[src/design/priority_queue_max_select_defines.svh]
// ----------------------------------------------------------------------------
// Priority queue assertion macros
// Shared concurrent assertion wrappers, clocked on clk_i with reset rst_ni.
// ----------------------------------------------------------------------------
`ifndef PRIORITY_QUEUE_MAX_SELECT_DEFINES_SVH
`define PRIORITY_QUEUE_MAX_SELECT_DEFINES_SVH

// Property checked at every rising edge outside of reset.
`define PQMS_ASSERT(label, prop, msg) \
  label: assert property (@(posedge clk_i) disable iff (!rst_ni) (prop)) \
    else $error(msg);

// Property checked at every rising edge, reset included.
`define PQMS_ASSERT_ALWAYS(label, prop, msg) \
  label: assert property (@(posedge clk_i) (prop)) \
    else $error(msg);

`endif

[src/design/pqms_pkg.sv]
// ----------------------------------------------------------------------------
// Priority queue package
// Widths, codes, entry types and the ordering function of the queue cells.
// ----------------------------------------------------------------------------
package pqms_pkg;

  localparam int unsigned DefaultDepth = 16;
  localparam int unsigned ValueW       = 32;
  localparam int unsigned CountW       = 5;

  typedef enum logic [0:0] {
    OP_ENQUEUE = 1'b0,
    OP_DEQUEUE = 1'b1
  } op_e;

  typedef enum logic [1:0] {
    STATUS_OK        = 2'd0,
    STATUS_UNDERFLOW = 2'd1,
    STATUS_OVERFLOW  = 2'd2
  } status_e;

  typedef struct packed {
    logic signed [ValueW-1:0] prio;
    logic signed [ValueW-1:0] value;
  } entry_t;

  // Contents of one cell as seen by its right-hand neighbor.
  typedef struct packed {
    logic   valid;
    entry_t entry;
  } slot_t;

  // What a cell hands to its right-hand neighbor.
  typedef struct packed {
    slot_t slot;
    logic  ins_before;
  } link_t;

  // Broadcast command for the current request.
  typedef struct packed {
    logic   enq;
    logic   deq;
    entry_t entry;
  } cell_ctrl_t;

  // Served-first order: higher priority, then higher value.
  function automatic logic entry_gt(entry_t a, entry_t b);
    entry_gt = (a.prio > b.prio) || ((a.prio == b.prio) && (a.value > b.value));
  endfunction

endpackage

[src/design/pqms_req_if.sv]
// ----------------------------------------------------------------------------
// Priority queue request channel
// Valid/ready channel carrying one enqueue or dequeue request.
// ----------------------------------------------------------------------------
interface pqms_req_if;
  logic                              valid;
  logic                              ready;
  logic [0:0]                        operation;
  logic signed [pqms_pkg::ValueW-1:0] item_value;
  logic signed [pqms_pkg::ValueW-1:0] item_priority;

  modport source (output valid, operation, item_value, item_priority, input ready);
  modport sink   (input valid, operation, item_value, item_priority, output ready);
endinterface

[src/design/pqms_rsp_if.sv]
// ----------------------------------------------------------------------------
// Priority queue result channel
// Valid/ready channel carrying the status and head entry after a request.
// ----------------------------------------------------------------------------
interface pqms_rsp_if;
  logic                               valid;
  logic                               ready;
  logic [1:0]                         status;
  logic signed [pqms_pkg::ValueW-1:0] head_value;
  logic signed [pqms_pkg::ValueW-1:0] head_priority;
  logic                               queue_empty;
  logic [pqms_pkg::CountW-1:0]        entry_count;

  modport source (output valid, status, head_value, head_priority, queue_empty,
                  entry_count, input ready);
  modport sink   (input valid, status, head_value, head_priority, queue_empty,
                  entry_count, output ready);
endinterface

[src/design/pqms_cell.sv]
// ----------------------------------------------------------------------------
// Priority queue cell
// One slot of the sorted chain: inserts, shifts right on insert ahead of it,
// and shifts left on a dequeue.
// ----------------------------------------------------------------------------
`include "priority_queue_max_select_defines.svh"

module pqms_cell (
  input  logic                clk_i,
  input  logic                rst_ni,
  input  pqms_pkg::cell_ctrl_t ctrl_i,
  input  pqms_pkg::link_t     left_i,
  input  pqms_pkg::slot_t     right_i,
  output pqms_pkg::link_t     link_o
);
  import pqms_pkg::*;

  logic   valid_q, valid_d;
  entry_t entry_q, entry_d;
  logic   ins_before;

  // The new entry belongs ahead of this slot. Equal keys go behind.
  assign ins_before = !valid_q || entry_gt(ctrl_i.entry, entry_q);

  always_comb begin
    valid_d = valid_q;
    entry_d = entry_q;
    if (ctrl_i.deq) begin
      valid_d = right_i.valid;
      entry_d = right_i.entry;
    end else if (ctrl_i.enq) begin
      if (left_i.ins_before) begin
        valid_d = left_i.slot.valid;
        entry_d = left_i.slot.entry;
      end else if (ins_before) begin
        valid_d = 1'b1;
        entry_d = ctrl_i.entry;
      end
    end
  end

  always_ff @(posedge clk_i or negedge rst_ni) begin
    if (!rst_ni) begin
      valid_q <= 1'b0;
    end else begin
      valid_q <= valid_d;
    end
  end

  always_ff @(posedge clk_i) begin
    entry_q <= entry_d;
  end

  assign link_o.slot.valid  = valid_q;
  assign link_o.slot.entry  = entry_q;
  assign link_o.ins_before  = ins_before;

  // Occupied cells form a contiguous run from the head.
  `PQMS_ASSERT(a_cell_contiguous, right_i.valid |-> valid_q, "gap in queue chain")
  // A slot ahead of its neighbor never ranks below it.
  `PQMS_ASSERT(a_cell_sorted, (valid_q && right_i.valid) |-> !entry_gt(right_i.entry, entry_q),
               "queue chain out of order")
  // A request either inserts or removes, never both.
  `PQMS_ASSERT(a_cell_one_cmd, !(ctrl_i.enq && ctrl_i.deq), "insert and remove together")

endmodule

[src/design/priority_queue_max_select.sv]
// ----------------------------------------------------------------------------
// Priority queue with maximum select
// Bounded queue of value/priority pairs kept sorted in a chain of cells.
// ----------------------------------------------------------------------------
//  Channel | Dir | Payload
//  req_i   | in  | operation, item_value, item_priority
//  rsp_o   | out | status, head_value, head_priority, queue_empty, entry_count
//
//  Each request updates the cell chain; its result is valid
//  the cycle after acceptance, read straight from the head cell.
//  A new request is taken in the cycle the pending result is taken, so with
//  rsp_o.ready high one request per cycle flows; the result register sets it.
//  Reset clears the occupancy marks and the count at once; no clearing pass.
//  While a result stalls, req_i.ready is low and the chain holds still.
// ----------------------------------------------------------------------------
`include "priority_queue_max_select_defines.svh"

module priority_queue_max_select #(
  parameter int unsigned DEPTH = pqms_pkg::DefaultDepth
) (
  input  logic      clk_i,
  input  logic      rst_ni,
  pqms_req_if.sink   req_i,
  pqms_rsp_if.source rsp_o
);
  import pqms_pkg::*;

  localparam int unsigned CntW = $clog2(DEPTH + 1);

  logic            accept;
  logic            is_deq;
  logic            full;
  logic            empty;
  logic [CntW-1:0] count_q, count_d;
  status_e         status_q, status_d;
  logic            out_valid_q;
  logic [CntW+CountW-1:0] count_ext;

  cell_ctrl_t ctrl;
  link_t      links [DEPTH];
  link_t      head_link;
  slot_t      tail_slot;

  assign accept = req_i.valid && req_i.ready;
  assign is_deq = (req_i.operation == OP_DEQUEUE);
  assign full   = (count_q == CntW'(DEPTH));
  assign empty  = (count_q == '0);

  assign req_i.ready = !out_valid_q || rsp_o.ready;

  always_comb begin
    ctrl.enq         = accept && !is_deq && !full;
    ctrl.deq         = accept && is_deq && !empty;
    ctrl.entry.prio  = req_i.item_priority;
    ctrl.entry.value = req_i.item_value;

    count_d  = count_q;
    status_d = status_q;
    if (accept) begin
      status_d = STATUS_OK;
      if (is_deq) begin
        if (empty) status_d = STATUS_UNDERFLOW;
        else       count_d  = count_q - CntW'(1);
      end else begin
        if (full)  status_d = STATUS_OVERFLOW;
        else       count_d  = count_q + CntW'(1);
      end
    end
  end

  // The head cell sees nothing ahead of it; the tail sees an empty slot.
  assign head_link.slot.valid = 1'b1;
  assign head_link.slot.entry = '0;
  assign head_link.ins_before = 1'b0;
  assign tail_slot.valid      = 1'b0;
  assign tail_slot.entry      = '0;

  for (genvar i = 0; i < DEPTH; i++) begin : g_cell
    link_t left;
    slot_t right;
    if (i == 0) begin : g_first
      assign left = head_link;
    end else begin : g_mid
      assign left = links[i-1];
    end
    if (i == DEPTH - 1) begin : g_last
      assign right = tail_slot;
    end else begin : g_inner
      assign right = links[i+1].slot;
    end
    pqms_cell u_cell (
      .clk_i   (clk_i),
      .rst_ni  (rst_ni),
      .ctrl_i  (ctrl),
      .left_i  (left),
      .right_i (right),
      .link_o  (links[i])
    );
  end

  always_ff @(posedge clk_i or negedge rst_ni) begin
    if (!rst_ni) begin
      count_q     <= '0;
      status_q    <= STATUS_OK;
      out_valid_q <= 1'b0;
    end else begin
      count_q     <= count_d;
      status_q    <= status_d;
      out_valid_q <= accept || (out_valid_q && !rsp_o.ready);
    end
  end

  assign count_ext = (CntW + CountW)'(count_q);

  assign rsp_o.valid         = out_valid_q;
  assign rsp_o.status        = status_q;
  assign rsp_o.head_value    = links[0].slot.valid ? links[0].slot.entry.value : '0;
  assign rsp_o.head_priority = links[0].slot.valid ? links[0].slot.entry.prio : '0;
  assign rsp_o.queue_empty   = empty;
  assign rsp_o.entry_count   = count_ext[CountW-1:0];

  `PQMS_ASSERT_ALWAYS(a_count_bound, count_q <= CntW'(DEPTH), "entry count above depth")
  `PQMS_ASSERT(a_count_matches_head, empty == !links[0].slot.valid,
               "entry count disagrees with head cell")
  `PQMS_ASSERT(a_overflow_when_full, (accept && !is_deq && full) |=>
               (status_q == STATUS_OVERFLOW && $stable(count_q)), "missed overflow")
  `PQMS_ASSERT(a_stall_holds_state, (out_valid_q && !rsp_o.ready) |=>
               ($stable(count_q) && $stable(links[0].slot)), "queue moved during stall")

endmodule
[src/flat_wrapper.sv]
// flat-port wrapper written by rule: the top's interface ports become plain ports
module priority_queue_max_select_flat import pqms_pkg::*;
#(
  parameter int unsigned DEPTH = pqms_pkg::DefaultDepth
)
  (clk_i, rst_ni, req_i_valid, req_i_operation, req_i_item_value, req_i_item_priority, req_i_ready, rsp_o_valid, rsp_o_status, rsp_o_head_value, rsp_o_head_priority, rsp_o_queue_empty, rsp_o_entry_count, rsp_o_ready);
  pqms_req_if req_i_i ();
  pqms_rsp_if rsp_o_i ();
  input  logic clk_i;
  input  logic rst_ni;
  input wire logic [$bits(req_i_i.valid)-1:0] req_i_valid;
  input wire logic [$bits(req_i_i.operation)-1:0] req_i_operation;
  input wire logic [$bits(req_i_i.item_value)-1:0] req_i_item_value;
  input wire logic [$bits(req_i_i.item_priority)-1:0] req_i_item_priority;
  output wire logic [$bits(req_i_i.ready)-1:0] req_i_ready;
  output wire logic [$bits(rsp_o_i.valid)-1:0] rsp_o_valid;
  output wire logic [$bits(rsp_o_i.status)-1:0] rsp_o_status;
  output wire logic [$bits(rsp_o_i.head_value)-1:0] rsp_o_head_value;
  output wire logic [$bits(rsp_o_i.head_priority)-1:0] rsp_o_head_priority;
  output wire logic [$bits(rsp_o_i.queue_empty)-1:0] rsp_o_queue_empty;
  output wire logic [$bits(rsp_o_i.entry_count)-1:0] rsp_o_entry_count;
  input wire logic [$bits(rsp_o_i.ready)-1:0] rsp_o_ready;
  assign req_i_i.valid = req_i_valid;
  assign req_i_i.operation = req_i_operation;
  assign req_i_i.item_value = req_i_item_value;
  assign req_i_i.item_priority = req_i_item_priority;
  assign req_i_ready = req_i_i.ready;
  assign rsp_o_valid = rsp_o_i.valid;
  assign rsp_o_status = rsp_o_i.status;
  assign rsp_o_head_value = rsp_o_i.head_value;
  assign rsp_o_head_priority = rsp_o_i.head_priority;
  assign rsp_o_queue_empty = rsp_o_i.queue_empty;
  assign rsp_o_entry_count = rsp_o_i.entry_count;
  assign rsp_o_i.ready = rsp_o_ready;
  priority_queue_max_select #(.DEPTH(DEPTH)) u_core (.clk_i(clk_i), .rst_ni(rst_ni), .req_i(req_i_i), .rsp_o(rsp_o_i));
endmodule
[config.mk]
export PLATFORM = sky130hd
export DESIGN_NAME = priority_queue_max_select_flat
export DESIGN_NICKNAME = d
export VERILOG_FILES = /design/src/design/pqms_pkg.sv /design/src/design/pqms_req_if.sv /design/src/design/pqms_rsp_if.sv /design/src/design/pqms_cell.sv /design/src/design/priority_queue_max_select.sv /design/src/flat_wrapper.sv
export VERILOG_INCLUDE_DIRS = /design/src /design/src/design
export SDC_FILE = /design/constraint.sdc
export NUM_CORES = 2
export LEC_CHECK = 0
export BUFFER_PORTS_ARGS = -buffer_cell sky130_fd_sc_hd__clkbuf_2
export CAP_MARGIN = 20
export CORE_UTILIZATION = 60
export CTS_CLUSTER_DIAMETER = 50
export CTS_CLUSTER_SIZE = 30
export DETAILED_ROUTE_END_ITERATION = 10
export GPL_TIMING_DRIVEN = 0
export PLACE_DENSITY = 0.77
export SLEW_MARGIN = 40
export SYNTH_ARGS = -nofsm -noshare
export SYNTH_HDL_FRONTEND = slang
export SYNTH_HIERARCHICAL = 1
export SYNTH_SLANG_ARGS = --single-unit
[constraint.sdc]
create_clock -name clk_i -period 16.1 [get_ports clk_i]
set_input_delay 3.22 -clock clk_i [delete_from_list [all_inputs] [get_ports clk_i]]
set_output_delay 3.22 -clock clk_i [all_outputs]
set_load 0.02 [all_outputs]
Word-level counts from Yosys, hierarchy flattened
Index checks and enable logic that the tools add are counted.
W data, S select, Z words.

storage, ports and cells
  bits in latches = 0
  memories = 0
  input port bits = 69
  register bits = 1048
  word-level logic and storage cells = 350
  bits in writable memories = 0
  ROM bits = 0
  output and inout port bits = 74

cells by class
  equal/unequal tests = 19
  magnitude comparators = 32
  mux-type cells = 132
  divide/modulo/power cells = 0
  multipliers = 0
  reductions and logical operators = 114
  bitwise operators = 0
  shift operators = 0
  add/subtract/negate cells = 2

operator list
  operator               count
  $mux W64               61
  $gt A32 B32 Y1         32
  $eq A32 B32 Y1         16
  $mux W1                64
  $mux W32               2
  $reduce_bool A3 Y1     15
  $logic_or A1 B1 Y1     34
  $reduce_and A2 Y1      17
  $logic_and A1 B1 Y1    22
  $logic_not A1 Y1       21
  $mux W5                3
  $reduce_bool A2 Y1     3
  $add A5 B1 Y5 const B  1
  $eq A5 B5 Y1 const B   1
  $logic_not A5 Y1       1
  $sub A5 B1 Y5 const B  1
  $mux W2                2
  $ne A2 B2 Y1 const B   2
  $reduce_and A3 Y1      1

Longest topological paths before layout
  word-level depth = 8
  mapped depth = 13
  depth with buffers taken out = 11

Modules after synthesis
Netlist, hierarchy kept.

by module, submodules not included
  module                     cells an instance  area an instance (um^2)  instances  sequential area each (um^2)
  pqms_cell                  520                5013.6                   16         1946.9
  priority_queue_max_select  132                1003.5                   1          200.2

Worst setup path before layout
Ideal clock, no wire load.

  path kind = input to register
  from = input rsp_o_ready
  to = register u_core.g_cell[0].u_cell.entry_q, in the netlist u_core/g_cell[0].u_cell/link_o[10], enable pin
  data required time = 15671 ps
  path buffers = 1
  setup slack = 6632 ps
  data arrival time = 9039 ps
  cell stages on the path = 6
  cells stage by stage = nand2b_1 buf_6 nand2_2 nor3_1 or2_2 and2_1

RTL lines
  element               RTL line            source
  start, declared       flat_wrapper.sv:22  input wire logic [$bits(rsp_o_i.ready)-1:0] rsp_o_ready;
  end signal, assigned  pqms_cell.sv:51     entry_q <= entry_d;
  end, declared         pqms_cell.sv:19     entry_t entry_q, entry_d;

Worst setup path in the final report
  from = input req_i_item_priority[30]
  to = register u_core.g_cell[12].u_cell.entry_q, in the netlist u_core/g_cell[12].u_cell/link_o[58], enable pin

on the way
  longest elaborated chain between the ends = 6
  elaborated cells on any way between the ends = 12
  classes of those cells = 2 x order compare; 2 x eq/ne; 8 x reduce/logical

ends and longest elaborated chain
  element                                                                 RTL line            source
  start, declared                                                         flat_wrapper.sv:14  input wire logic [$bits(req_i_i.item_priority)-1:0] req_i_item_priority;
  parallel branches: the longest is 2 deep, another holds $gt A32 B32 Y1  --
  $logic_or A1 B1 Y1 *                                                    pqms_pkg.sv:48      entry_gt = (a.prio > b.prio) || ((a.prio == b.prio) && (a.value > b.value));
  $logic_or A1 B1 Y1 *                                                    pqms_cell.sv:23     assign ins_before = !valid_q || entry_gt(ctrl_i.entry, entry_q);
  net u_core.g_cell[11].u_cell.ins_before                                 pqms_cell.sv:20     logic ins_before;
  $reduce_bool A3 Y1 (no source line) *                                   --
  $reduce_and A2 Y1 (no source line) *                                    --
  end signal, assigned                                                    pqms_cell.sv:51
  end, declared                                                           pqms_cell.sv:19

Mark *: on every way through the listed nets, which the timed path passes.
A chain may end at the register's enable or synchronous reset.

==> flow_summary.yaml <==
clocking:
  post_cts_resized: 0
  cts_setup_buffers: 0
  ctsHoldBuffers: 0
  cts.path.max_buffers: 3
  clock_sinks: 1048
  ctsRootBufferMaster: "clkbuf_16"
  numCtsBuffers: 140
  cts.clk_slew.worst_paths_ns: 0.06
  cts_tree: "done"
  htreeDepth: 4
  worstSkewPairLatency_ns: 0.80
timing:
  layout_worst_path_cycle_share_pct: 43.9
  finalCriticalPeriod_ns: 7.07
  worst_slew_pin_slew_ns: 0.914
  hold_ws_ns: 0.479
  finalClockSkew_ns: 0.0356
  hold_viol: 0
  finalMaxSlewViolations: 0
  fin_ws_ns: 9.03
  final-setup-viol-count: 0
  rsz0062_at_grt: "no"
  tns_ns: 0
  slew_headroom_pct: 38.5
  max_clock_freq_mhz: 141
hold_path:
  hold_class: "register to register"
  worstHoldPathCells: 2
  min_from: "u_core/rsp_o.status[0]"
  whs_endpoint: "u_core/rsp_o.status[0]"
placement:
  dpl.hpwl_mm: 175
  preCtsSetupSlack_ns: 8.15
  port_buffers: 142
  finalWeightedCongestion: 0.942
pwr:
  pwr-share-comb_pct: 38.8
  p_leak_nw: 41.6
  p_switching_mw: 4.84
  power_mw: 12.8
  p_sw_share_pct: 37.7
  power_density_nw_per_um2: 142
  clkPwrFrac_pct: 25.2
  power_frac_seq_pct: 36.0
  max-vdd-ir-drop_mv: 0.126
  internal_power_mw: 8.01
status:
  outcome: "complete, but fails checks"
  violations: "DRC"
global_routing:
  grt_max_degree: 42
  globalRouteTotalUtil_pct: 31.6
  overflow: 0
  antenna_found_initial: 0
  grt_pass1_wl_mm: 344
  grt_pass1_vias: 64743
die:
  die_area_um2: 137000
  die_y_um: 370
  die_w_um: 370
  ios: 143
  rows: 134
  start_util_pct: 60.7
  core_um2: 134000
worst_setup_path:
  rr_startpoint: "u_core/g_cell[11].u_cell/link_o[64]"
  worst_ep_required_time_ns: 16.61
  crit_fanout: 39
  r2r_end: "u_core/g_cell[12].u_cell/link_o[58]"
  r2r_slack_ns: 11.65
  criticalPathCategory: "input port to register"
  end_kind: "register"
  cp-start-kind: "input port"
  reg2regPathDepth: 14
  cp.arrival_ns: 7.58
logic_synthesis:
  ys.warnings.count: 6
  synth_area_um2: 81200
  syn_area_per_cell_um2: 9.61
  netlist_instances: 8450
layout:
  drive_gt1_share_pct: 8.89
  areaGrowthSynthToFinish_pct: 11.0
  utilization_pct: 67.4
  nNetsFinal: 9993
  antenna_cells: 0
routing:
  routed_wl_mm: 220
  ant_nets: 0
  routed_via_density: 6.05
  wl_per_cell_um: 20.4
  drc: 22
  first_iter_violations: 5631
  firstDrtPassIters: 11
  vias: 65166
flow_run:
  cap_violations: 0
area by class of cell:
| class | instances | area, µm² |
|---|---|---|
| clock inverters | 92 | 1040 |
| repair buffers | 173 | 1220 |
| inverters | 1059 | 3980 |
| clock buffers | 165 | 3820 |
| plain buffers | 376 | 1770 |
| multi-input cells | 6098 | 44800 |
| fillers | 10556 | 43700 |
| well taps | 1768 | 2210 |
| flip-flops and latches | 1048 | 31400 |
state kept, by name (all words and copies together) (netlist names):
signal and count:
u_core/rsp_o.entry_count 5, u_core/rsp_o.valid 1, u_core/g_cell.u_cell/valid_q 16, u_core/g_cell.u_cell/link_o 1024, u_core/rsp_o.status 2
layer usage:
layer	up-vias	track usage [%]	part of all wire, %
met5	-	0	0
met4	0	15.2	4.8
met3	484	3.11	5.9
met2	2457	51.8	46
met1	31168	42.0	43
li1	31057	-	-
through the flow:
| stage | std cells | instance area, µm² |
|---|---|---|
| final | 10779 | 90100 |
| after global routing | 10779 | 90100 |
| after CTS | 10777 | 90000 |
| after detailed placement | 10520 | 85200 |
| after global placement | 10491 | 84600 |
| after floorplan | 8581 | 81700 |
critical path: stages:
cell	delay, ns
clkbuf_2	0.46
ha_1	0.54
nand4_1	0.12
nor4_1	0.81
and3_2	0.42
o21ba_2	0.18
o21ai_1	0.25
o311ai_1	0.19
buf_4	0.19
buf_6	0.16
nor3b_1	0.26
o311ai_2	0.16
and2_4	0.30
buf_12	0.22
power groups by stage:
stage / Sequential [mW] / Clock, mW / Combinational (mW)
global placement: 4.65 / 0 / 4.59
finish: 4.62 / 3.24 / 4.99
floorplan: 4.43 / 0 / 3.65
global route: 4.69 / 3.38 / 5.48
CTS: 4.59 / 3.28 / 4.92
detailed placement: 4.64 / 0 / 4.88
cells in the final DEF (no fill, tap or decap), types with 30 or more instances in the layout:
master	count
nor4_1	30
a211oi_1	33
buf_2	136
nor2b_1	50
clkbuf_16	149
and4_1	32
nand3_1	67
nand2_1	1269
nand4_2	32
nand4_1	144
nand2b_1	51
nor2_1	68
o21ai_1	35
inv_1	1059
conb_1	133
o21ai_0	1136
and2_1	65
a21oi_1	434
clkbuf_1	244
edfxtp_1	1024
buf_4	43
clkbuf_2	80
mux2i_1	1040
ha_1	1027
worst max-delay path by stage:
stage,startpoint,to,depth (start not counted)
after floorplan,rsp_o_ready,u_core/g_cell[0].u_cell/link_o[10],6
after global placement,rsp_o_ready,u_core/g_cell[15].u_cell/link_o[58],7
after detailed placement,req_i_item_priority[31],u_core/g_cell[4].u_cell/link_o[58],14
after CTS,req_i_item_priority[31],u_core/g_cell[4].u_cell/link_o[58],14
after global routing,req_i_item_priority[31],u_core/g_cell[10].u_cell/link_o[51],14
final,req_i_item_priority[30],u_core/g_cell[12].u_cell/link_o[58],14
Note: power is estimated with default switching activity, not from simulation.
